--- config.mk ---
export PLATFORM = sky130hd
export DESIGN_NAME = lwp_queue
export DESIGN_NICKNAME = d
export VERILOG_FILES = /design/src/rtl/looped_wavetable_player_unit_assert.svh /design/src/rtl/lwp_pkg.sv /design/src/rtl/lwp_queue.sv
export SDC_FILE = /design/constraint.sdc
export NUM_CORES = 1
export LEC_CHECK = 0
export BUFFER_PORTS_ARGS = -buffer_cell sky130_fd_sc_hd__buf_2
export CAP_MARGIN = 20
export CORE_MARGIN = 2
export CORE_UTILIZATION = 61
export CTS_CLUSTER_SIZE = 30
export DETAILED_ROUTE_END_ITERATION = 10
export HOLD_SLACK_MARGIN = 0.12
export PLACE_DENSITY = 0.84
export SYNTH_ARGS = -nofsm -noshare
export SYNTH_HDL_FRONTEND = slang
export SYNTH_SLANG_ARGS = --single-unit
--- constraint.sdc ---
create_clock -name clock -period 7.6 [get_ports clock]
set_clock_uncertainty 0.05 [all_clocks]
set_input_delay 1.14 -clock clock [delete_from_list [all_inputs] [get_ports clock]]
set_output_delay 1.14 -clock clock [all_outputs]
set_load 0.1 [all_outputs]
--- src/rtl/looped_wavetable_player_unit_assert.svh ---
// Assertion macros for the looped wavetable player unit.
// Included by the top level; depends on nothing else.
`ifndef LOOPED_WAVETABLE_PLAYER_UNIT_ASSERT_SVH
`define LOOPED_WAVETABLE_PLAYER_UNIT_ASSERT_SVH

// The consequent must hold in the same cycle as the antecedent.
`define LWP_ASSERT_SAME(label, clk, rst, pre, post, msg) \
   label: assert property (@(posedge clk) disable iff (rst) (pre) |-> (post)) \
      else $error(msg);

// The consequent must hold in the cycle after the antecedent.
`define LWP_ASSERT_NEXT(label, clk, rst, pre, post, msg) \
   label: assert property (@(posedge clk) disable iff (rst) (pre) |=> (post)) \
      else $error(msg);

`endif

--- src/rtl/lwp_pkg.sv ---
// Shared types and constants of the looped wavetable player.
// No dependencies; imported by every module of the block.
package lwp_pkg;

   localparam int TABLE_DEPTH = 65536;
   localparam int PEDAL_DEPTH = 65536;
   localparam int TAB_AW      = $clog2(TABLE_DEPTH);
   localparam int PED_AW      = $clog2(PEDAL_DEPTH);
   localparam int PED_LW      = PED_AW + 1;

   localparam int QUEUE_DEPTH = 4;
   localparam int QPTR_W      = $clog2(QUEUE_DEPTH);
   localparam int QCNT_W      = $clog2(QUEUE_DEPTH + 1);

   // Command codes carried in req_tuser.
   localparam logic [2:0] CMD_TICK      = 3'd0;
   localparam logic [2:0] CMD_NOTE      = 3'd1;
   localparam logic [2:0] CMD_PEDAL     = 3'd2;
   localparam logic [2:0] CMD_WR_SAMPLE = 3'd3;
   localparam logic [2:0] CMD_WR_PEDAL  = 3'd4;

   // Configuration register indexes.
   localparam logic [2:0] CSR_PHASE_STEP   = 3'd0;
   localparam logic [2:0] CSR_START_POS    = 3'd1;
   localparam logic [2:0] CSR_LOOP_START   = 3'd2;
   localparam logic [2:0] CSR_LOOP_END     = 3'd3;
   localparam logic [2:0] CSR_PEDAL_LENGTH = 3'd4;

   localparam logic [23:0] PHASE_STEP_RST   = 24'd65536;
   localparam logic [15:0] START_POS_RST    = 16'd1820;
   localparam logic [15:0] LOOP_START_RST   = 16'd53834;
   localparam logic [15:0] LOOP_END_RST     = 16'd54002;
   localparam logic [16:0] PEDAL_LENGTH_RST = 17'd1;

   typedef enum logic [1:0] {
      OP_TICK,
      OP_WR_SAMPLE,
      OP_WR_PEDAL
   } op_type;

   // One operation handed from the front part to the back part.
   typedef struct packed {
      op_type                 op;
      logic [TAB_AW-1:0]      tab_addr;  // read position or write address
      logic [PED_AW-1:0]      ped_addr;  // pedal index or write address
      logic [15:0]            frac;
      logic                   ped_en;
      logic signed [15:0]     data;
   } qentry_type;

endpackage

--- src/rtl/lwp_queue.sv ---
// Short operation queue between the front and back parts.
// Depends on lwp_pkg.
module lwp_queue (
   input  logic                clock,
   input  logic                reset,
   input  logic                push,
   input  lwp_pkg::qentry_type push_entry,
   input  logic                pop,
   output logic                ready,
   output logic                q_valid,
   output lwp_pkg::qentry_type q_entry
);
   import lwp_pkg::*;

   qentry_type        slot_ff [QUEUE_DEPTH];
   logic [QPTR_W-1:0] wr_ptr_ff, wr_ptr_in;
   logic [QPTR_W-1:0] rd_ptr_ff, rd_ptr_in;
   logic [QCNT_W-1:0] count_ff, count_in;
   logic              do_push;
   logic              do_pop;

   assign ready   = (count_ff != QCNT_W'(QUEUE_DEPTH));
   assign q_valid = (count_ff != '0);
   assign q_entry = slot_ff[rd_ptr_ff];

   always_comb begin
      do_push   = push && ready;
      do_pop    = pop && q_valid;
      wr_ptr_in = do_push ? wr_ptr_ff + QPTR_W'(1) : wr_ptr_ff;
      rd_ptr_in = do_pop ? rd_ptr_ff + QPTR_W'(1) : rd_ptr_ff;
      count_in  = count_ff + QCNT_W'(do_push) - QCNT_W'(do_pop);
   end

   always_ff @(posedge clock) begin
      if (do_push) begin
         slot_ff[wr_ptr_ff] <= push_entry;
      end
   end

   always_ff @(posedge clock) begin
      if (reset) begin
         wr_ptr_ff <= '0;
         rd_ptr_ff <= '0;
         count_ff  <= '0;
      end else begin
         wr_ptr_ff <= wr_ptr_in;
         rd_ptr_ff <= rd_ptr_in;
         count_ff  <= count_in;
      end
   end

endmodule

# Word-level counts from Yosys, hierarchy flattened
# Memory sizes are Yosys's and may differ from the RTL's. A register that Yosys moved wholly into a read port is not among the register bits.
# Cells that the tools add are included.
# op_classes
n_addsub	4
n_eq_ne	1
muxes	4
n_reduce_logical	3
# op_table
cell	count
$add A2 B1 Y2 const B	2
$mux W2	2
$add A3 B1 Y3	1
$ne A3 B3 Y1 const B	1
$reduce_bool A3 Y1	1
$sub A3 B1 Y3	1
$logic_and A1 B1 Y1	2
$mux W1	2
# totals
ff_bits	7
ram_bits	268
input_bits	71
elab_cells	16
n_memories	1
# mem_list
memory	depth	word_bits	rd	rd_clocked_by_memory_dff	write_ports	line_no	text
slot_ff	4	67	1	1	1	lwp_queue.sv:15	qentry_type slot_ff [QUEUE_DEPTH];

# Logic depth before layout (Yosys ltp)
# Gate-level depths: netlist (run 1).
# depth
word_depth	4
depth_mapped	11

# Worst setup path after synthesis (run 1)
# No wires, ideal clock.
# synth_path
path_type	in2reg
startpoint	input push
endpoint	memory slot_ff[0][0] (netlist bit), enable pin
setup_ns	0.432
t_arrival_ns	3.126
setup_slack_ns	3.992
cell_stages	2
cell_sequence	a21boi_1 > and2_1
# synth_via
elab_chain_len	3
# synth_lines
element	line_no	text
start: declaration	lwp_queue.sv:6	input logic push,
$logic_and A1 B1 Y1	lwp_queue.sv:27	do_push = push && ready;
$mux W1	lwp_queue.sv:35	if (do_push) begin
$mux W1 (not written as such)	lwp_queue.sv:36	slot_ff[wr_ptr_ff] <= push_entry;
end: declaration	lwp_queue.sv:15	
# No other way between the ends.

==> metrics.txt, run 1 <==
# TYPE chip_impl_metric gauge
chip_impl_info{name="run_status",value="complete, no violations"} 1
chip_impl_metric{name="cts.htree.levels",unit=""} 1
chip_impl_metric{name="ctsHoldBuffers",unit=""} 0
chip_impl_metric{name="setup-violations-final",unit=""} 0
chip_impl_info{name="tritoncts",value="built"} 1
chip_impl_metric{name="die-area",unit="sq um"} 17700
chip_impl_metric{name="synthesis.area_per_instance",unit="sq um"} 25.5
chip_impl_metric{name="worst_pin_slew",unit="ps"} 1020
chip_impl_metric{name="global_route_overflow",unit=""} 0
chip_impl_info{name="ys.flop_type",value="edfxtp_1"} 1
chip_impl_info{name="slowest_stage",value="dfxtp_4"} 1
chip_impl_metric{name="die_width",unit="microns"} 133
chip_impl_metric{name="n_fill_cell",unit=""} 967
chip_impl_metric{name="route.antenna.remaining_nets",unit=""} 0
chip_impl_metric{name="first_iteration_detailed_routing_drc_count",unit=""} 335
chip_impl_info{name="critPathTopFamily",value="buffers and inverters"} 1
chip_impl_metric{name="grt.total_usage",unit=""} 0.208
chip_impl_metric{name="port_buf_inserts",unit=""} 139
chip_impl_metric{name="clk_pin_slew_worst_paths",unit="ps"} 60
chip_impl_metric{name="totalNegativeSetupSlack",unit="ps"} 0
chip_impl_metric{name="post_layout_nonfiller_instances",unit=""} 793
chip_impl_metric{name="final_core_utilization",unit=""} 0.729
chip_impl_metric{name="clockBufferDepth",unit=""} 3
chip_impl_metric{name="crit_buf_inv",unit=""} 2
chip_impl_metric{name="register_area",unit="sq um"} 8240
chip_impl_metric{name="ys_ff_latch",unit=""} 277
chip_impl_metric{name="post_synth_inst_count",unit=""} 399
chip_impl_metric{name="max_slew_margin",unit=""} 0.323
chip_impl_metric{name="timing.critical_path.required",unit="ps"} 6410
chip_impl_metric{name="grt_antenna_before_repair",unit=""} 2
chip_impl_info{name="cp_cell_sequence",value="buf_4, mux4_2, buf_2"} 1
chip_impl_metric{name="clk-insertion-delay-late",unit="ps"} 520
chip_impl_metric{name="post_drt_via_cell_ratio",unit=""} 5.80
chip_impl_metric{name="cts_resized",unit=""} 0
chip_impl_metric{name="floorplan.rows",unit=""} 47
chip_impl_metric{name="grt_pass1_vias",unit=""} 4799
chip_impl_metric{name="synthesis.nets",unit=""} 477
chip_impl_metric{name="layout.nets",unit=""} 630
chip_impl_metric{name="fmax",unit="GHz"} 0.242
chip_impl_metric{name="antennaDiodeCount",unit=""} 0
chip_impl_metric{name="final.period_utilization",unit=""} 0.543
chip_impl_metric{name="synth_area",unit="sq um"} 10200
chip_impl_metric{name="pin_count_of_the_biggest_net_entering_global_routing",unit=""} 68
chip_impl_metric{name="clock_sink_count",unit=""} 277
chip_impl_metric{name="grt_pass1_wl",unit="microns"} 27800
chip_impl_metric{name="initial_core_util",unit=""} 0.617
chip_impl_metric{name="multi_input_comb_area",unit="sq um"} 1780
chip_impl_metric{name="worst_hold_slack_after_final_layout",unit="ps"} 497
chip_impl_metric{name="drt_first_pass_iters",unit=""} 5
chip_impl_info{name="timing.setup.critical_path_class",value="reg -> out"} 1
chip_impl_metric{name="dp.final_hpwl",unit="microns"} 10000
chip_impl_metric{name="finalMaxSlewViolations",unit=""} 0
chip_impl_metric{name="max-cap-violations",unit=""} 0
chip_impl_info{name="min-delay-path-class",value="reg -> reg"} 1
chip_impl_metric{name="numCtsBuffers",unit=""} 27
chip_impl_metric{name="gp_congestion",unit=""} 0.707
chip_impl_metric{name="routed_wirelength",unit="microns"} 18200
chip_impl_metric{name="ys_types",unit=""} 26
chip_impl_info{name="grt_setup_unrepaired",value="false"} 1
chip_impl_metric{name="post_route_cells_drive_above_1_share",unit=""} 0.454
chip_impl_info{name="ctsRootBufferMaster",value="clkbuf_16"} 1
chip_impl_info{name="critPathCaptureType",value="primary output"} 1
chip_impl_metric{name="synth_enable_flop_cells",unit=""} 268
chip_impl_metric{name="synth_warnings",unit=""} 0
chip_impl_metric{name="synth_sequential_area_ratio",unit=""} 0.809
chip_impl_metric{name="hold_fails_final_rpt",unit=""} 0
chip_impl_metric{name="core-area",unit="sq um"} 16500
chip_impl_metric{name="numPlacedInstances",unit=""} 743
chip_impl_metric{name="detailroute.via_count",unit=""} 4603
chip_impl_metric{name="timing.critical_path.arrival",unit="ps"} 2940
chip_impl_metric{name="area.growth.synth_to_final",unit="%"} 18.1
chip_impl_info{name="startpoint_type",value="flop"} 1
chip_impl_metric{name="critPathMaxFanout",unit=""} 38
chip_impl_metric{name="post-cts-setup-buffer-count",unit=""} 0
chip_impl_metric{name="crit_path_max_cell_delay",unit="ps"} 720
chip_impl_metric{name="io-pin-count",unit=""} 140
chip_impl_metric{name="postSynth.asyncResetShare",unit=""} 0
chip_impl_metric{name="die_h",unit="microns"} 133
chip_impl_metric{name="wl_per_cell",unit="microns"} 22.9
chip_impl_metric{name="detail_route.drc_violations",unit=""} 0
chip_impl_metric{name="finalWorstPathRequiredPeriod",unit="ps"} 4130
-- sequential cells by signal, indices dropped and copies added (netlist names), named ones only --
signal	flops
count_ff	3
rd_ptr_ff	2
wr_ptr_ff	2
slot_ff	268
-- cells by family (layout without fill, tap and decap cells) --
group	after synthesis	count (layout)	synth area share
flops	277	277	0.809
mux	69	69	0.151
buf+inv	21	195	0.0165
simple gates	19	19	0.00935
fa+ha+maj	7	7	0.00935
compound gates	3	3	0.00246
xor+xnor	3	3	0.00258
-- final timing paths --
check | slack, ps | depth (start not counted) | end | startpoint
setup reg to reg | 4790 | 11 | count_ff[2] | count_ff[1]
hold / removal | 500 | 2 | rd_ptr_ff[1] | rd_ptr_ff[1]
hold reg to reg | 500 | 2 | rd_ptr_ff[1] | rd_ptr_ff[1]
setup / recovery | 3470 | 3 | q_entry[61] | flop
-- stage by stage --
| step | setup WS (ps) | area [sq um] |
|---|---|---|
| after floorplan | 3990 | 10200 |
| after global placement | 3910 | 11000 |
| after detailed placement | 3890 | 11000 |
| after CTS | 3330 | 12000 |
| after global routing | 3190 | 12000 |
| final | 3470 | 12000 |
-- cell usage after synthesis, types with 2 or more instances --
library cell  count  share of area
nor2_1            8         0.0030
mux4_2           67           0.15
ha_1              6         0.0074
nand2b_1          2         0.0012
and2_1            5         0.0031
edfxtp_1        268           0.79
inv_1             5         0.0018
buf_12            4         0.0079
buf_1             3         0.0011
dfxtp_1           9          0.018
xor2_1            2         0.0017
buf_4             3         0.0022
buf_2             4         0.0020
-- final cells by class --
cell class	count	area share
clock inverter	11	0.0158
inverter	5	0.00156
timing repair buffer	140	0.0586
tap	220	0.0229
clock buffer	39	0.0667
multi-input combinational	101	0.148
sequential	277	0.686
-- layer usage --
layer / wire length [microns] / share of wire / track usage / up-vias
met1: 7090 / 0.39 / 0.281 / 2361
met2: 9400 / 0.52 / 0.354 / 202
li1: - / - / - / 2001
met5: 22 / 0.0012 / 0 / -
met4: 330 / 0.018 / 0.0561 / 4
met3: 1330 / 0.073 / 0.0434 / 35
-- placed cells by master, fill, tap and decap left out --
cell type / synthesis / layout
bufinv_16: 0 / 5
mux4_2: 67 / 67
clkbuf_8: 0 / 8
nor2_1: 8 / 8
mux2_2: 1 / 1
edfxtp_1: 268 / 268
clkbuf_16: 0 / 27
inv_1: 5 / 5
mux2i_1: 1 / 1
xor2_1: 2 / 2
ha_1: 6 / 6
nor2b_1: 1 / 1
buf_4: 3 / 1
nand2_1: 1 / 1
o311ai_0: 1 / 1
o31a_1: 1 / 1
a21boi_1: 1 / 1
and2_4: 0 / 4
clkinv_4: 0 / 1
or3_1: 1 / 1
dfxtp_4: 0 / 2
and2_1: 5 / 1
fa_1: 1 / 1
xnor2_1: 1 / 1
dfxtp_1: 9 / 7
nor3_1: 1 / 1
clkinv_2: 0 / 3
buf_2: 4 / 139
nand2b_1: 2 / 2
inv_6: 0 / 1
clkbuf_1: 1 / 4
clkinvlp_4: 0 / 1
-- worst reg2reg max path: stages, from the launching register on --
cell and delay (ps):
dfxtp_1 460, nor2_1 100, a21boi_1 550, inv_1 110, ha_1 350, inv_1 90, ha_1 150, inv_1 50
fa_1 370, xor2_1 160, and2_1 170, nor3_1 120
Power of run 1 is left out: the tool's default activity adds up to more than one toggle a clock period on the data nets, which glitch-free logic cannot reach.
==> inputs of run 2 (changes only) <==
Settings changed: CORE_UTILIZATION 61 to 57, PLACE_DENSITY 0.84 to 0.79.
Clock period 7.6 ns to 4.2 ns, I/O delays scaled along.
==> run 2 against run 1 <==
Compared with the run above:
- count of clock-buffer cells in the layout down 2
- core utilization fell by 4.6 points
- register-to-register slack got worse by 3200 ps
- sequential share of layout area is 0.89 points higher
- routed wire length is 5.8% lower
- via count down 1.5%
- final area shrank 1.3%
- critical endpoint is now q_entry[43]
==> metrics.txt, run 2 (synthesis gave the netlist of run 1 again) <==
# TYPE chip_impl_metric gauge
chip_impl_metric{name="largest_reg_flops",unit=""} 268
chip_impl_metric{name="grt_antenna_before_repair",unit=""} 3
chip_impl_metric{name="post_drt_via_cell_ratio",unit=""} 5.68
chip_impl_metric{name="n_fill_cell",unit=""} 1104
chip_impl_metric{name="ctsHoldBuffers",unit=""} 0
chip_impl_metric{name="max_slew_margin",unit=""} 0.299
chip_impl_metric{name="gp_congestion",unit=""} 0.701
chip_impl_metric{name="cts.htree.levels",unit=""} 1
chip_impl_metric{name="clockBufferDepth",unit=""} 3
chip_impl_metric{name="finalMaxSlewViolations",unit=""} 0
chip_impl_info{name="critPathCaptureType",value="primary output"} 1
chip_impl_metric{name="port_buf_inserts",unit=""} 139
chip_impl_info{name="worst_r2r_startpoint",value="count_ff[1]"} 1
chip_impl_metric{name="dp.final_hpwl",unit="microns"} 9620
chip_impl_info{name="run_status",value="complete, no violations"} 1
chip_impl_info{name="hold_end",value="slot_ff[0][9]"} 1
chip_impl_info{name="grt_setup_unrepaired",value="false"} 1
chip_impl_metric{name="cts_resized",unit=""} 0
chip_impl_metric{name="die_width",unit="microns"} 138
chip_impl_metric{name="first_iteration_detailed_routing_drc_count",unit=""} 341
chip_impl_metric{name="post-cts-setup-buffer-count",unit=""} 0
chip_impl_metric{name="core-area",unit="sq um"} 17400
chip_impl_metric{name="detailroute.via_count",unit=""} 4536
chip_impl_info{name="largest-register",value="slot_ff"} 1
chip_impl_metric{name="io-pin-count",unit=""} 140
chip_impl_metric{name="layout.nets",unit=""} 630
chip_impl_metric{name="ff_to_ff_path_depth",unit=""} 11
chip_impl_metric{name="place_worst_setup_slack",unit="ps"} 1420
chip_impl_metric{name="timing.critical_path.arrival",unit="ps"} 2560
chip_impl_metric{name="clk-insertion-delay-late",unit="ps"} 520
chip_impl_metric{name="max-cap-violations",unit=""} 0
chip_impl_metric{name="final.period_utilization",unit=""} 0.770
chip_impl_metric{name="global_route_overflow",unit=""} 0
chip_impl_metric{name="initial_core_util",unit=""} 0.586
chip_impl_metric{name="hold_fails_final_rpt",unit=""} 0
chip_impl_metric{name="critPathMaxFanout",unit=""} 39
chip_impl_info{name="cp_cell_sequence",value="buf_12, mux4_2, buf_2"} 1
chip_impl_metric{name="clock_sink_count",unit=""} 277
chip_impl_info{name="hold_path_startpoint",value="push_entry[9]"} 1
chip_impl_metric{name="die_h",unit="microns"} 138
chip_impl_metric{name="setup-violations-final",unit=""} 0
chip_impl_metric{name="post_route_cells_drive_above_1_share",unit=""} 0.438
chip_impl_metric{name="clk_pin_slew_worst_paths",unit="ps"} 60
chip_impl_info{name="startpoint_type",value="flop"} 1
chip_impl_info{name="min-delay-path-class",value="in -> reg"} 1
chip_impl_metric{name="area.growth.synth_to_final",unit="%"} 16.6
chip_impl_metric{name="numCtsBuffers",unit=""} 27
chip_impl_metric{name="fmax",unit="GHz"} 0.309
chip_impl_metric{name="drt_first_pass_iters",unit=""} 4
chip_impl_info{name="slowest_stage",value="dfxtp_4"} 1
chip_impl_metric{name="timing.critical_path.required",unit="ps"} 3520
chip_impl_metric{name="detail_route.drc_violations",unit=""} 0
chip_impl_metric{name="grt_pass1_vias",unit=""} 4907
chip_impl_metric{name="grt.total_usage",unit=""} 0.186
chip_impl_info{name="regToRegEndpoint",value="count_ff[2]"} 1
chip_impl_info{name="layout_commonest_cell",value="edfxtp_1"} 1
chip_impl_metric{name="die-area",unit="sq um"} 18900
chip_impl_metric{name="final_cell_area",unit="sq um"} 11900
chip_impl_metric{name="finalWorstPathRequiredPeriod",unit="ps"} 3240
chip_impl_info{name="layout_top_registers",value="slot_ff (268), count_ff (3)"} 1
chip_impl_metric{name="worst_hold_slack_after_final_layout",unit="ps"} 269
chip_impl_metric{name="pin_count_of_the_biggest_net_entering_global_routing",unit=""} 68
chip_impl_metric{name="grt_pass1_wl",unit="microns"} 26400
chip_impl_metric{name="totalNegativeSetupSlack",unit="ps"} 0
chip_impl_metric{name="wl_per_cell",unit="microns"} 21.4
chip_impl_metric{name="r2r_setup_slack",unit="ps"} 1620
chip_impl_metric{name="routed_wirelength",unit="microns"} 17100
chip_impl_info{name="tritoncts",value="built"} 1
chip_impl_metric{name="placed_area",unit="sq um"} 11000
chip_impl_info{name="ctsRootBufferMaster",value="clkbuf_16"} 1
chip_impl_metric{name="route.antenna.remaining_nets",unit=""} 0
chip_impl_metric{name="timing.final.ws_setup",unit="ps"} 964
chip_impl_info{name="top_library_cells_by_usage_in_the_layout_fill_and_taps_aside",value="edfxtp_1 (268), buf_2 (139), mux4_2 (67)"} 1
chip_impl_metric{name="crit_path_max_cell_delay",unit="ps"} 720
chip_impl_metric{name="floorplan.rows",unit=""} 48
chip_impl_metric{name="min_delay_path_depth",unit=""} 1
chip_impl_info{name="timing.setup.critical_path_class",value="reg -> out"} 1
chip_impl_metric{name="worst_pin_slew",unit="ps"} 1050
==> run 2: layout make-up <==
class	instances	area, sq um	share of cell area
inverters	5	18.8	0.00158
clock buffers	37	723	0.0610
clock inverters	13	92.6	0.00781
diodes	1	2.50	0.000211
flip-flops and latches	277	8240	0.695
repair buffers	140	716	0.0604
multi-input cells	101	1780	0.150
well taps	225	282	0.0238
==> run 2: how the worst max path moves through the flow <==
stage / to / slack [ps] / cells past startpoint
5_1_grt: q_entry[64] / 770 / 3
3_3_place_gp: q_entry[64] / 1430 / 3
6_report: q_entry[43] / 960 / 3
3_5_place_dp: q_entry[64] / 1420 / 3
4_1_cts: q_entry[64] / 860 / 3
2_1_floorplan: slot_ff[0][0] / 1100 / 2
==> run 2: metal layers <==
| layer | GRT usage | up-vias | part of all wire |
|---|---|---|---|
| met5 | 0 | - | 0.00070 |
| met4 | 0.0430 | 2 | 0.016 |
| met3 | 0.0574 | 22 | 0.085 |
| met2 | 0.306 | 161 | 0.50 |
| met1 | 0.250 | 2341 | 0.40 |
| li1 | - | 2010 | - |
==> run 2: worst max-delay path: cells and delay by family (launching register included) <==
kind | cells | cell delay [ps]
buffers and inverters | 2 | 690
flip-flops | 1 | 720
multiplexers | 1 | 580
==> run 2: per-stage QoR <==
stage / util / std cells
3_3_place_gp: 0.636 / 748
4_1_cts: 0.683 / 798
6_report: 0.683 / 799
2_1_floorplan: - / 399
5_1_grt: 0.683 / 798
3_5_place_dp: 0.636 / 748
Power of run 2 is left out for the same reason.
