**src/rtl/looped_wavetable_player_unit_assert.svh**
```systemverilog
// Assertion macros for the looped wavetable player unit.
// Included by the top level; depends on nothing else.
`ifndef LOOPED_WAVETABLE_PLAYER_UNIT_ASSERT_SVH
`define LOOPED_WAVETABLE_PLAYER_UNIT_ASSERT_SVH

// The consequent must hold in the same cycle as the antecedent.
`define LWP_ASSERT_SAME(label, clk, rst, pre, post, msg) \
   label: assert property (@(posedge clk) disable iff (rst) (pre) |-> (post)) \
      else $error(msg);

// The consequent must hold in the cycle after the antecedent.
`define LWP_ASSERT_NEXT(label, clk, rst, pre, post, msg) \
   label: assert property (@(posedge clk) disable iff (rst) (pre) |=> (post)) \
      else $error(msg);

`endif

```
**src/rtl/lwp_pkg.sv**
```systemverilog
// Shared types and constants of the looped wavetable player.
// No dependencies; imported by every module of the block.
package lwp_pkg;

   localparam int TABLE_DEPTH = 65536;
   localparam int PEDAL_DEPTH = 65536;
   localparam int TAB_AW      = $clog2(TABLE_DEPTH);
   localparam int PED_AW      = $clog2(PEDAL_DEPTH);
   localparam int PED_LW      = PED_AW + 1;

   localparam int QUEUE_DEPTH = 4;
   localparam int QPTR_W      = $clog2(QUEUE_DEPTH);
   localparam int QCNT_W      = $clog2(QUEUE_DEPTH + 1);

   // Command codes carried in req_tuser.
   localparam logic [2:0] CMD_TICK      = 3'd0;
   localparam logic [2:0] CMD_NOTE      = 3'd1;
   localparam logic [2:0] CMD_PEDAL     = 3'd2;
   localparam logic [2:0] CMD_WR_SAMPLE = 3'd3;
   localparam logic [2:0] CMD_WR_PEDAL  = 3'd4;

   // Configuration register indexes.
   localparam logic [2:0] CSR_PHASE_STEP   = 3'd0;
   localparam logic [2:0] CSR_START_POS    = 3'd1;
   localparam logic [2:0] CSR_LOOP_START   = 3'd2;
   localparam logic [2:0] CSR_LOOP_END     = 3'd3;
   localparam logic [2:0] CSR_PEDAL_LENGTH = 3'd4;

   localparam logic [23:0] PHASE_STEP_RST   = 24'd65536;
   localparam logic [15:0] START_POS_RST    = 16'd1820;
   localparam logic [15:0] LOOP_START_RST   = 16'd53834;
   localparam logic [15:0] LOOP_END_RST     = 16'd54002;
   localparam logic [16:0] PEDAL_LENGTH_RST = 17'd1;

   typedef enum logic [1:0] {
      OP_TICK,
      OP_WR_SAMPLE,
      OP_WR_PEDAL
   } op_type;

   // One operation handed from the front part to the back part.
   typedef struct packed {
      op_type                 op;
      logic [TAB_AW-1:0]      tab_addr;  // read position or write address
      logic [PED_AW-1:0]      ped_addr;  // pedal index or write address
      logic [15:0]            frac;
      logic                   ped_en;
      logic signed [15:0]     data;
   } qentry_type;

endpackage

```
**src/rtl/lwp_front.sv**
```systemverilog
// Front part: configuration registers, phase and pedal state, command decode.
// Depends on lwp_pkg; feeds lwp_queue.
module lwp_front (
   input  logic                clock,
   input  logic                reset,
   input  logic                csr_wen,
   input  logic [2:0]          csr_index,
   input  logic [23:0]         csr_wdata,
   input  logic                req_accept,
   input  logic [2:0]          req_cmd,
   input  logic [15:0]         req_address,
   input  logic signed [15:0]  req_data,
   output logic                push,
   output lwp_pkg::qentry_type push_entry
);
   import lwp_pkg::*;

   logic [23:0]       phase_step_ff;
   logic [15:0]       start_pos_ff;
   logic [15:0]       loop_start_ff;
   logic [15:0]       loop_end_ff;
   logic [16:0]       pedal_length_ff;

   logic [31:0]       phase_ff, phase_in;
   logic              ped_active_ff, ped_active_in;
   logic [PED_AW-1:0] ped_idx_ff, ped_idx_in;

   logic [31:0]       phase_add;
   logic [31:0]       phase_wrap;
   logic [16:0]       len_clamp;
   logic [PED_LW-1:0] len_eff;
   logic [PED_LW-1:0] idx_inc;
   logic              tab_in_range;
   logic              ped_in_range;

   always_comb begin
      phase_add = phase_ff + {8'h00, phase_step_ff};
      if (phase_add > {loop_end_ff, 16'h0000}) begin
         phase_wrap = {phase_add[31:16] + loop_start_ff - loop_end_ff, phase_add[15:0]};
      end else begin
         phase_wrap = phase_add;
      end

      if (pedal_length_ff == 17'd0) begin
         len_clamp = 17'd1;
      end else if (pedal_length_ff > 17'(PEDAL_DEPTH)) begin
         len_clamp = 17'(PEDAL_DEPTH);
      end else begin
         len_clamp = pedal_length_ff;
      end
      len_eff = len_clamp[PED_LW-1:0];
      idx_inc = {1'b0, ped_idx_ff} + PED_LW'(1);

      tab_in_range = ({1'b0, req_address} < 17'(TABLE_DEPTH));
      ped_in_range = ({1'b0, req_address} < 17'(PEDAL_DEPTH));

      phase_in      = phase_ff;
      ped_active_in = ped_active_ff;
      ped_idx_in    = ped_idx_ff;
      push          = 1'b0;
      push_entry.op       = OP_TICK;
      push_entry.tab_addr = phase_ff[16+TAB_AW-1:16];
      push_entry.ped_addr = ped_idx_ff;
      push_entry.frac     = phase_ff[15:0];
      push_entry.ped_en   = ped_active_ff;
      push_entry.data     = req_data;

      if (req_accept) begin
         case (req_cmd)
            CMD_TICK: begin
               push     = 1'b1;
               phase_in = phase_wrap;
               if (ped_active_ff) begin
                  if (idx_inc >= len_eff) begin
                     ped_active_in = 1'b0;
                     ped_idx_in    = '0;
                  end else begin
                     ped_idx_in = idx_inc[PED_AW-1:0];
                  end
               end
            end
            CMD_NOTE: begin
               phase_in = {start_pos_ff, 16'h0000};
            end
            CMD_PEDAL: begin
               ped_active_in = 1'b1;
               ped_idx_in    = '0;
            end
            CMD_WR_SAMPLE: begin
               push                = tab_in_range;
               push_entry.op       = OP_WR_SAMPLE;
               push_entry.tab_addr = req_address[TAB_AW-1:0];
            end
            CMD_WR_PEDAL: begin
               push                = ped_in_range;
               push_entry.op       = OP_WR_PEDAL;
               push_entry.ped_addr = req_address[PED_AW-1:0];
            end
            default: begin
            end
         endcase
      end
   end

   always_ff @(posedge clock) begin
      if (reset) begin
         phase_ff      <= '0;
         ped_active_ff <= 1'b0;
         ped_idx_ff    <= '0;
      end else begin
         phase_ff      <= phase_in;
         ped_active_ff <= ped_active_in;
         ped_idx_ff    <= ped_idx_in;
      end
   end

   always_ff @(posedge clock) begin
      if (reset) begin
         phase_step_ff   <= PHASE_STEP_RST;
         start_pos_ff    <= START_POS_RST;
         loop_start_ff   <= LOOP_START_RST;
         loop_end_ff     <= LOOP_END_RST;
         pedal_length_ff <= PEDAL_LENGTH_RST;
      end else if (csr_wen) begin
         case (csr_index)
            CSR_PHASE_STEP:   phase_step_ff   <= csr_wdata;
            CSR_START_POS:    start_pos_ff    <= csr_wdata[15:0];
            CSR_LOOP_START:   loop_start_ff   <= csr_wdata[15:0];
            CSR_LOOP_END:     loop_end_ff     <= csr_wdata[15:0];
            CSR_PEDAL_LENGTH: pedal_length_ff <= csr_wdata[16:0];
            default: begin
            end
         endcase
      end
   end

endmodule

```
**config.mk**
```make
export PLATFORM = sky130hd
export DESIGN_NAME = lwp_front
export DESIGN_NICKNAME = d
export VERILOG_FILES = /design/src/rtl/looped_wavetable_player_unit_assert.svh /design/src/rtl/lwp_pkg.sv /design/src/rtl/lwp_front.sv
export SDC_FILE = /design/constraint.sdc
export NUM_CORES = 1
export LEC_CHECK = 0
export BUFFER_PORTS_ARGS = -buffer_cell sky130_fd_sc_hd__buf_2
export CORE_ASPECT_RATIO = 1.1
export CORE_MARGIN = 3
export CORE_UTILIZATION = 40
export CTS_CLUSTER_DIAMETER = 60
export DETAILED_ROUTE_END_ITERATION = 10
export PLACE_DENSITY = 0.7
export SYNTH_ARGS = -nofsm -noshare
export SYNTH_HDL_FRONTEND = slang
export SYNTH_SLANG_ARGS = --single-unit
export TNS_END_PERCENT = 10
```
**constraint.sdc**
```tcl
create_clock -name clock -period 7.2 [get_ports clock]
set_clock_uncertainty 0.2 [all_clocks]
set_input_delay 0 -clock clock [delete_from_list [all_inputs] [get_ports clock]]
set_output_delay 0 -clock clock [all_outputs]
set_load 0.05 [all_outputs]
```
# After elaboration in Yosys (flattened, before gate mapping)
# Index checks and enable logic that the tools add are counted.
# op_classes
addsub	4
magnitude_cmp	3
n_eq_ne	9
mux	16
n_reduce_logical	14
# ops
op	n
2-to-1 mux 16 bit	4
one-hot mux 32 bit (2 select lines)	1
2-to-1 mux 17 bit	2
2-to-1 mux 34 bit	1
adder 32 x 24 -> 32 bit	1
> comparator 32 bit	1
2-to-1 mux 32 bit	1
one-hot mux 16 bit (2 select lines)	1
adder 16 x 1 -> 17 bit, second input constant	1
greater-or-equal comparator 17 bit	1
> comparator 17 bit, second input constant	1
zero test 17 bit	1
adder 16 bit	1
subtractor 16 bit	1
AND reduction 2 bit	7
== test 3 x 2 -> 1 bit, second input constant	4
== test 3 x 1 -> 1 bit, second input constant	2
== test 3 bit, second input constant	2
zero test 3 bit	2
2-to-1 mux 1 bit	4
one-hot mux 2 bit (2 select lines)	1
nonzero test 2 bit	2
AND reduction 3 bit	1
OR reduction 3 bit	1
other kinds (2)	2
# totals
regBits	138
inputBits	66
output_inout_bits	68
word_cells	54

# Logic depth before layout (Yosys ltp)
# Gate-level depths: netlist of the first run.
# logic_depth
depth_word	7
depth_mapped	24
ltp_nobuf	23

# Least setup slack after synthesis of the first run
# Ideal clock, no wire load.
# synth_path
kind	register -> register
startpoint	reg phase_ff[0]
endpoint	reg phase_ff[24]
setup_time_ps	79
arrival_ps	5061
required_ps	6921
path_slack_ps	1860
stages_incl_launch_ff	23
n_path_buf	0
period_less_slack_ps	5340
path_cell_list	dfxtp_1 ha_1 fa_1 a211oi_1 o21a_1 o31a_1 a21oi_1 a21oi_1 o211a_1 nor2_1 xnor2_1 inv_1 ha_1 nand4_1 nor2_1 nand2_1 or3_1 or3_1 or4_4 nor4_4 nor2_4 o311a_1 a211oi_2
# synth_via
elab_chain_cells	5
elab_cells_between_ends	6
classes_between	add/sub: 3; order compare: 1; mux: 2
# synth_rtl
element	line	source
start: declaration	lwp_front.sv:24	logic [31:0] phase_ff, phase_in;
start signal: assignment	lwp_front.sv:111	phase_ff <= phase_in;
adder 32 x 24 -> 32 bit *	lwp_front.sv:37	phase_add = phase_ff + {8'h00, phase_step_ff};
adder 16 bit	lwp_front.sv:39	phase_wrap = {phase_add[31:16] + loop_start_ff - loop_end_ff, phase_add[15:0]};
subtractor 16 bit	lwp_front.sv:39	
2-to-1 mux 32 bit *	lwp_front.sv:38	if (phase_add > {loop_end_ff, 16'h0000}) begin
one-hot mux 32 bit (2 select lines) *	lwp_front.sv:69	case (req_cmd)
# Mark *: on every way between the ends. The rest lies on a longest branch, timed or not.
# A chain may end at the register's enable or synchronous reset.

# Worst setup path after layout of the first run
# layout_path
startpoint	reg phase_ff[0]
endpoint	reg phase_ff[28]
# The elaborated chain is that of the path after synthesis.

==> PnR_summary.wiki, run 1 <==
{| class="wikitable"
! Metric !! Value
|-
| Post-detailed-route count of antenna-violating nets || 0
|-
| Synth warn || 0
|-
| IO buf count || 101
|-
| Max-cap check violation count || 0
|-
| Y dimension of the die || 169 µm
|-
| Kind of capture point of the worst setup path || flip-flop
|-
| Sum of routed wire length over all layers || 30100 µm
|-
| Kind of start point of the critical path || flip-flop
|-
| Die width || 154 µm
|-
| Vias in the first global route || 8549
|-
| Worst-Skew Late Latency || 440 ps
|-
| Remaining global-route overflow || 0
|-
| Status || finished clean
|-
| CP max FO || 9
|-
| Core Area || 23200 µm²
|-
| Post-synthesis async set-or-reset flop share || 0%
|-
| Post-CTS resize count || 0
|-
| Type of the most critical hold path || in -> reg
|-
| Post-Synthesis Cells || 1250
|-
| F_max || 159 MHz
|-
| Number of enable flip-flop cells after synthesis || 0
|-
| Hold Violations, Final || 0
|-
| Final number of max-transition violations || 0
|-
| CTS sink count || 138
|-
| Cell area power density || 179 nW/µm²
|-
| HPWL reported at the end of detailed placement || 22600 µm
|-
| Number of synthesized register bits || 138
|-
| Unique cell type count in the Yosys netlist || 70
|-
| Overall track demand over capacity in global routing || 22.7%
|-
| Class of the most critical setup path || reg -> reg
|-
| Final TNS setup || 0 ps
|-
| Worst slew slack as a fraction of its limit || 19.7%
|-
| Average via count per standard cell || 5.51
|-
| Post-detailed-route wirelength per cell || 18.2 µm
|-
| First-pass detailed-route iteration total || 5
|-
| Buffer count from post-CTS setup fixing || 0
|-
| Initial DRC Count || 717
|-
| Synthesized area divided by synthesized cell count || 7.70 µm²
|-
| Leakage power of the design || 4.90 nW
|-
| Ratio of cells with drive above 1 in the final layout || 13.1%
|-
| Post-layout minimum cycle time || 6300 ps
|-
| Worst Tran Pin Value || 1200 ps
|-
| Area Growth Syn to Fin || 15.9%
|-
| Most numerous cell in the Yosys netlist || nand2_1
|-
| Clk root buf || clkbuf_16
|-
| Portion of synthesized cell area occupied by the leading cell type || 28.7%
|-
| Initial antenna violation count || 1
|-
| Number of DRC violations after detailed routing || 0
|-
| Worst Min Path Start || csr_index[2]
|-
| Routability Congestion || 0.972
|-
| Final worst path period share || 87.4%
|-
| Global-route wire length before repair || 46700 µm
|-
| Most used flip-flop cell after synthesis || dfxtp_1
|-
| Maximum VDD drop || 0.134 mV
|-
| Overall power of the completed layout || 2.00 mW
|-
| Number of vias in the routed layout || 9124
|-
| Nets || 1498
|-
| Number of rows created at floorplan || 58
|-
| Count of endpoints failing setup in the final report || 0
|-
| Syn Std Cell Area || 9620 µm²
|-
| Seq/Total Area, Yosys || 28.7%
|-
| Die footprint || 26000 µm²
|-
| Synth Net Count || 1406
|-
| CTS tree || yes
|-
| Data arrival at the endpoint of the critical path || 6440 ps
|-
| Data required time of the worst path || 7340 ps
|-
| Critical path launch point || phase_ff[0]
|-
| Initial Utilization || 41.4%
|-
| Clock-pin slew of the registers on the worst-case setup and hold paths || 70 ps
|-
| Post-route core utilization || 48.0%
|-
| Post-synthesis cell type with the largest combined area || dfxtp_1
|-
| Count of hold-fix buffers inserted at cts || 55
|-
| Cell types with the largest area share after synthesis || dfxtp_1, nand2_1, ha_1, a21oi_1, fa_1
|-
| H-tree lvl count || 4
|-
| IO Pins || 134
|-
| Clock buffer depth || 2
|-
| Total CTS buffers || 17
|-
| Most used standard cells in the synthesized netlist || nand2_1, dfxtp_1, a21oi_1
|-
| Launch instance of the worst register-to-register path || phase_ff[0]
|-
| RSZ-0062 raised after global routing || no
|-
| Pin count of the biggest net entering global routing || 83
|}
## kinds of logic (layout without fill, tap and decap cells)
logic type,count (synthesis),in the layout,synth area share [%]
flops,138,138,28.7
mux,21,21,2.39
fa+ha+maj,90,90,13.0
compound gates,291,291,19.4
simple gates,488,488,22.8
other cells,0,1,0
buf+inv,168,273,8.74
xor+xnor,54,54,4.99
## sequential cells by signal, indices dropped and copies added (netlist names)
signal           flops
ped_idx_ff          16
phase_step_ff       24
start_pos_ff        16
pedal_length_ff     17
phase_ff            32
ped_active_ff        1
loop_end_ff         16
loop_start_ff       16
## where the power goes
group	leakage [nW]	switching [mW]	internal (mW)	total [mW]
clock network	0.272	0.378	0.492	0.869
logic	3.51	0.217	0.117	0.335
registers	1.12	0.0139	0.779	0.793
## metrics by stage
| stage | hold WS [ps] | instance area, µm² | worst slack (ps) | cells |
|---|---|---|---|---|
| 2_1_floorplan | -78.8 | 9620 | 1860 | 1250 |
| 3_3_place_gp | -200 | 10000 | 1180 | 1568 |
| 3_5_place_dp | -200 | 10000 | 1030 | 1568 |
| 4_1_cts | 52.5 | 11200 | 983 | 1655 |
| 5_1_grt | 88.3 | 11200 | 575 | 1656 |
| 6_report | 66.6 | 11200 | 905 | 1656 |
## path summary, 6_finish.rpt
| check | endpoint | slack (ps) | cells past startpoint |
|---|---|---|---|
| min | pedal_length_ff[12] | 70 | 4 |
| max reg2reg | phase_ff[28] | 900 | 21 |
| min reg2reg | start_pos_ff[1] | 250 | 2 |
| max | phase_ff[28] | 900 | 21 |
## layout by cell type, fill, tap and decap left out, types with 4 or more instances in the layout
master,synthesis,final
a211oi_1,16,15
a21o_1,20,20
a21oi_1,130,130
a22oi_1,21,21
a31oi_1,11,11
and3_1,21,21
buf_2,0,100
buf_4,33,9
clkbuf_16,0,17
clkinvlp_4,0,4
dfxtp_1,138,138
dlygate4sd3_1,0,55
fa_1,16,16
ha_1,74,74
inv_1,76,76
inv_6,0,5
mux2_2,16,16
mux2i_1,5,5
nand2_1,266,266
nand2b_1,8,8
nand3_1,42,42
nand3b_1,5,5
nand4_1,11,11
nor2_1,78,78
nor2b_1,10,10
nor3_1,10,9
nor4_1,10,10
o211ai_1,22,22
o21a_1,13,13
o21ai_0,20,20
o22ai_1,5,5
or2_2,5,5
xnor2_1,34,34
xor2_1,19,19
## metal layers
layer / global-route usage, % / share of wire [%] / routed length (µm) / vias up
met5: 0 / 0 / 0 / -
met4: 8.72 / 3.2 / 976 / 0
met3: 3.14 / 5.8 / 1760 / 57
met2: 38.8 / 49 / 14700 / 286
met1: 29.0 / 42 / 12600 / 4314
li1: - / - / - / 4467
## final cells by class
cell class	count	area (µm²)
Timing Repair Buffer	164	1120
Inverter	77	289
Clock buffer	18	439
Tap cell	300	375
Multi-Input combinational cell	944	6030
Antenna cell	1	2.50
Sequential cell	138	2760
Fill cell	2302	12100
Clock inverter	14	138
## worst max-delay path, stage by stage (launching register included)
cell and delay (ps):
dfxtp_1 330, ha_1 240, fa_1 430, a211oi_1 290, o21a_1 200, o31a_1 200
a21oi_1 180, a21oi_1 380, o211a_1 270, nor2_1 70, xor2_1 180, ha_1 330
nand4_1 170, nor2_1 270, nand2_1 80, or3_1 370, or3_1 320, or4_4 450
or4_1 680, nand2_8 190, nand3_1 110, a311oi_2 270
Note: power is estimated with default switching activity, not from simulation.
==> inputs of run 2 (changes only) <==
--- a/config.mk
+++ b/config.mk
@@ -9,6 +9,7 @@
 export CORE_ASPECT_RATIO = 1.1
 export CORE_MARGIN = 3
 export CORE_UTILIZATION = 40
+export CTS_BUF_LIST = sky130_fd_sc_hd__clkbuf_4 sky130_fd_sc_hd__clkbuf_8
 export CTS_CLUSTER_DIAMETER = 60
 export DETAILED_ROUTE_END_ITERATION = 10
 export PLACE_DENSITY = 0.7
==> run 2 against run 1 <==
  * Total power fell by 12%
  * Design area fell by 1.5%
  * Routed wire length rose by 0.22%
  * Largest cell class unchanged
  * Sequential power barely moved
  * Utilization fell by 0.74 points
  * Global-route usage barely moved
  * Cell count rose by 0.12%
  * First-iteration DRC count rose by 7.1%
  * Die area did not move
  * Highest routed layer unchanged
  * Fmax fell by 0.19%
  * Register-to-register slack barely moved
==> PnR_summary.wiki, run 2 (same netlist as run 1, synthesis figures left out) <==
{| class="wikitable"
! Metric !! Value
|-
| Area after detailed placement || 10000 µm² (unchanged)
|-
| Die width || 154 µm (unchanged)
|-
| Ratio of cells with drive above 1 in the final layout || 13.1% (-0.019 points)
|-
| Number of DRC violations after detailed routing || 0 (unchanged)
|-
| Area Growth Syn to Fin || 14.1%
|-
| Endpoint, Worst Hold || pedal_length_ff[12]
|-
| Setup WS post-layout || 893 ps (-12.0 ps)
|-
| Die footprint || 26000 µm² (unchanged)
|-
| Worst Tran Pin Value || 1210 ps (+12.2 ps)
|-
| Initial antenna violation count || 1 (unchanged)
|-
| Buffer count from post-CTS setup fixing || 0 (unchanged)
|-
| Cell area power density || 161 nW/µm² (-10%)
|-
| Minimum hold slack || 43.3 ps (-23.4 ps)
|-
| CTS sink count || 138 (unchanged)
|-
| Sum of routed wire length over all layers || 30100 µm (+0.22%)
|-
| Clock-pin slew of the registers on the worst-case setup and hold paths || 90 ps (+20 ps)
|-
| Count of endpoints failing setup in the final report || 0 (unchanged)
|-
| First-pass detailed-route iteration total || 7 (+2)
|-
| Worst-Skew Late Latency || 480 ps (+40 ps)
|-
| Kind of start point of the critical path || flip-flop
|-
| CTS tree || yes
|-
| Y dimension of the die || 169 µm (unchanged)
|-
| Data arrival at the endpoint of the critical path || 6500 ps (+60 ps)
|-
| H-tree lvl count || 4 (unchanged)
|-
| Average via count per standard cell || 5.53 (+0.45%)
|-
| Launch instance of the worst register-to-register path || phase_ff[0]
|-
| Type of the most critical hold path || in -> reg
|-
| Commonest non-fill, non-tap cells in the layout || nand2_1, dfxtp_1, a21oi_1
|-
| Worst-case setup slack after placement || 1030 ps (unchanged)
|-
| Class of the most critical setup path || reg -> reg
|-
| Worst slew slack as a fraction of its limit || 18.9% (-0.81 points)
|-
| Most common cell after layout, fill and taps aside || nand2_1
|-
| Core Area || 23200 µm² (unchanged)
|-
| Leakage power of the design || 4.82 nW (-1.6%)
|-
| Final worst path period share || 87.6% (+0.17 points)
|-
| Vias in the first global route || 8580 (+0.36%)
|-
| Data required time of the worst path || 7390 ps (+50 ps)
|-
| Registers with the most flip-flops || phase_ff (32), phase_step_ff (24), pedal_length_ff (17)
|-
| F_max || 159 MHz (-0.19%)
|-
| Count of cells along the worst hold path || 4 (unchanged)
|-
| HPWL reported at the end of detailed placement || 22600 µm (unchanged)
|-
| R2R setup slack || 890 ps (about the same)
|-
| Chain of cells forming the critical path || ha_1, fa_1, a211oi_1, o21a_1, o31a_1, a21oi_1, a21oi_1, o211a_1, nor2_1, xor2_1, ha_1, nand4_1, nor2_1, nand2_1, or3_1, or3_1, or4_4, or4_1, nand2_8, a221oi_1, a211oi_1
|-
| Number of rows created at floorplan || 58 (unchanged)
|-
| Final TNS setup || 0 ps (unchanged)
|-
| Worst r2r path cells || 21 (unchanged)
|-
| Final number of max-transition violations || 0 (unchanged)
|-
| Maximum VDD drop || 0.0714 mV (-47%)
|-
| Post-layout minimum cycle time || 6310 ps (+12.0 ps)
|-
| Highest-delay cell along the critical path || or4_1
|-
| Post-CTS resize count || 0 (unchanged)
|-
| Final instance area || 11000 µm² (-1.5%)
|-
| Nets || 1500 (+0.13%)
|-
| Total CTS buffers || 17 (unchanged)
|-
| Hold Violations, Final || 0 (unchanged)
|-
| Clock buffer depth || 2 (unchanged)
|-
| Global-route wire length before repair || 46800 µm (+0.15%)
|-
| Routability Congestion || 0.972 (unchanged)
|-
| Post-route core utilization || 47.3% (-0.74 points)
|-
| Post-detailed-route wirelength per cell || 18.2 µm (+0.10%)
|-
| R2R Path End || phase_ff[19]
|-
| Max-cap check violation count || 0 (unchanged)
|-
| Filler Cells Inserted || 2329 (+1.2%)
|-
| Overall track demand over capacity in global routing || 22.7% (+0.031 points)
|-
| Remaining global-route overflow || 0 (unchanged)
|-
| Area of the multi-input gates || 6030 µm² (unchanged)
|-
| Post-detailed-route count of antenna-violating nets || 0 (unchanged)
|-
| Status || finished clean
|-
| Number of vias in the routed layout || 9176 (+0.57%)
|-
| Pin count of the biggest net entering global routing || 83 (unchanged)
|-
| Number of flip-flops under the largest register name || 32 (unchanged)
|-
| RSZ-0062 raised after global routing || no
|-
| Largest incremental delay on the critical path || 680 ps (about the same)
|-
| Worst Min Path Start || csr_wen
|-
| Area used by sequential logic in the layout || 2760 µm² (unchanged)
|-
| Kind of capture point of the worst setup path || flip-flop
|-
| CP max FO || 9 (unchanged)
|-
| Clk root buf || clkbuf_8
|-
| Count of hold-fix buffers inserted at cts || 57 (+3.6%)
|-
| IO Pins || 134 (unchanged)
|-
| IO buf count || 101 (unchanged)
|-
| Initial DRC Count || 768 (+7.1%)
|-
| Initial Utilization || 41.4% (unchanged)
|-
| Biggest register || phase_ff
|}
-- run 2: layout make-up --
| type | instances | share of cell area, % |
|---|---|---|
| multi-input combinational | 944 | 54.9 |
| sequential | 138 | 25.2 |
| timing repair buffer | 166 | 10.4 |
| tap | 300 | 3.42 |
| inverter | 77 | 2.63 |
| clock buffer | 18 | 2.26 |
| clock inverter | 14 | 1.25 |
| antenna | 1 | 0.0228 |
-- run 2: where the power goes --
| group | total (mW) | internal, mW | switching [mW] |
|---|---|---|---|
| clock network | 0.639 | 0.289 | 0.350 |
| registers | 0.792 | 0.778 | 0.0140 |
| logic | 0.335 | 0.118 | 0.217 |
| total | 1.77 | 1.19 | 0.581 |
-- run 2: metal layers --
| layer | global-route usage (%) | part of all wire [%] |
|---|---|---|
| met4 | 8.68 | 3.4 |
| met3 | 3.53 | 5.9 |
| met5 | 0 | 0 |
| met1 | 28.8 | 42 |
| met2 | 39.0 | 49 |
-- run 2: metrics by stage --
| stage | total power [mW] | cells |
|---|---|---|
| 5_1_grt | 1.84 | 1658 |
| 6_report | 1.77 | 1658 |
| 3_3_place_gp | 1.10 | 1568 |
| 4_1_cts | 1.77 | 1657 |
| 3_5_place_dp | 1.10 | 1568 |
| 2_1_floorplan | 1.03 | 1250 |
-- run 2: worst max-delay path by stage --
stage,startpoint,slack [ps],endpoint
finish,phase_ff[0],890,phase_ff[19]
global route,phase_ff[0],580,phase_ff[19]
CTS,phase_ff[0],970,phase_ff[19]
detailed placement,phase_ff[0],1030,phase_ff[28]
global placement,phase_ff[0],1180,phase_ff[19]
floorplan,phase_ff[0],1860,phase_ff[24]
-- run 2: critical path: cells and delay by family (launching register included) --
kind | cells | cell delay, ps
simple gates | 9 | 2600
compound gates | 8 | 1890
fa+ha+maj | 3 | 1000
flops | 1 | 340
xor+xnor | 1 | 180
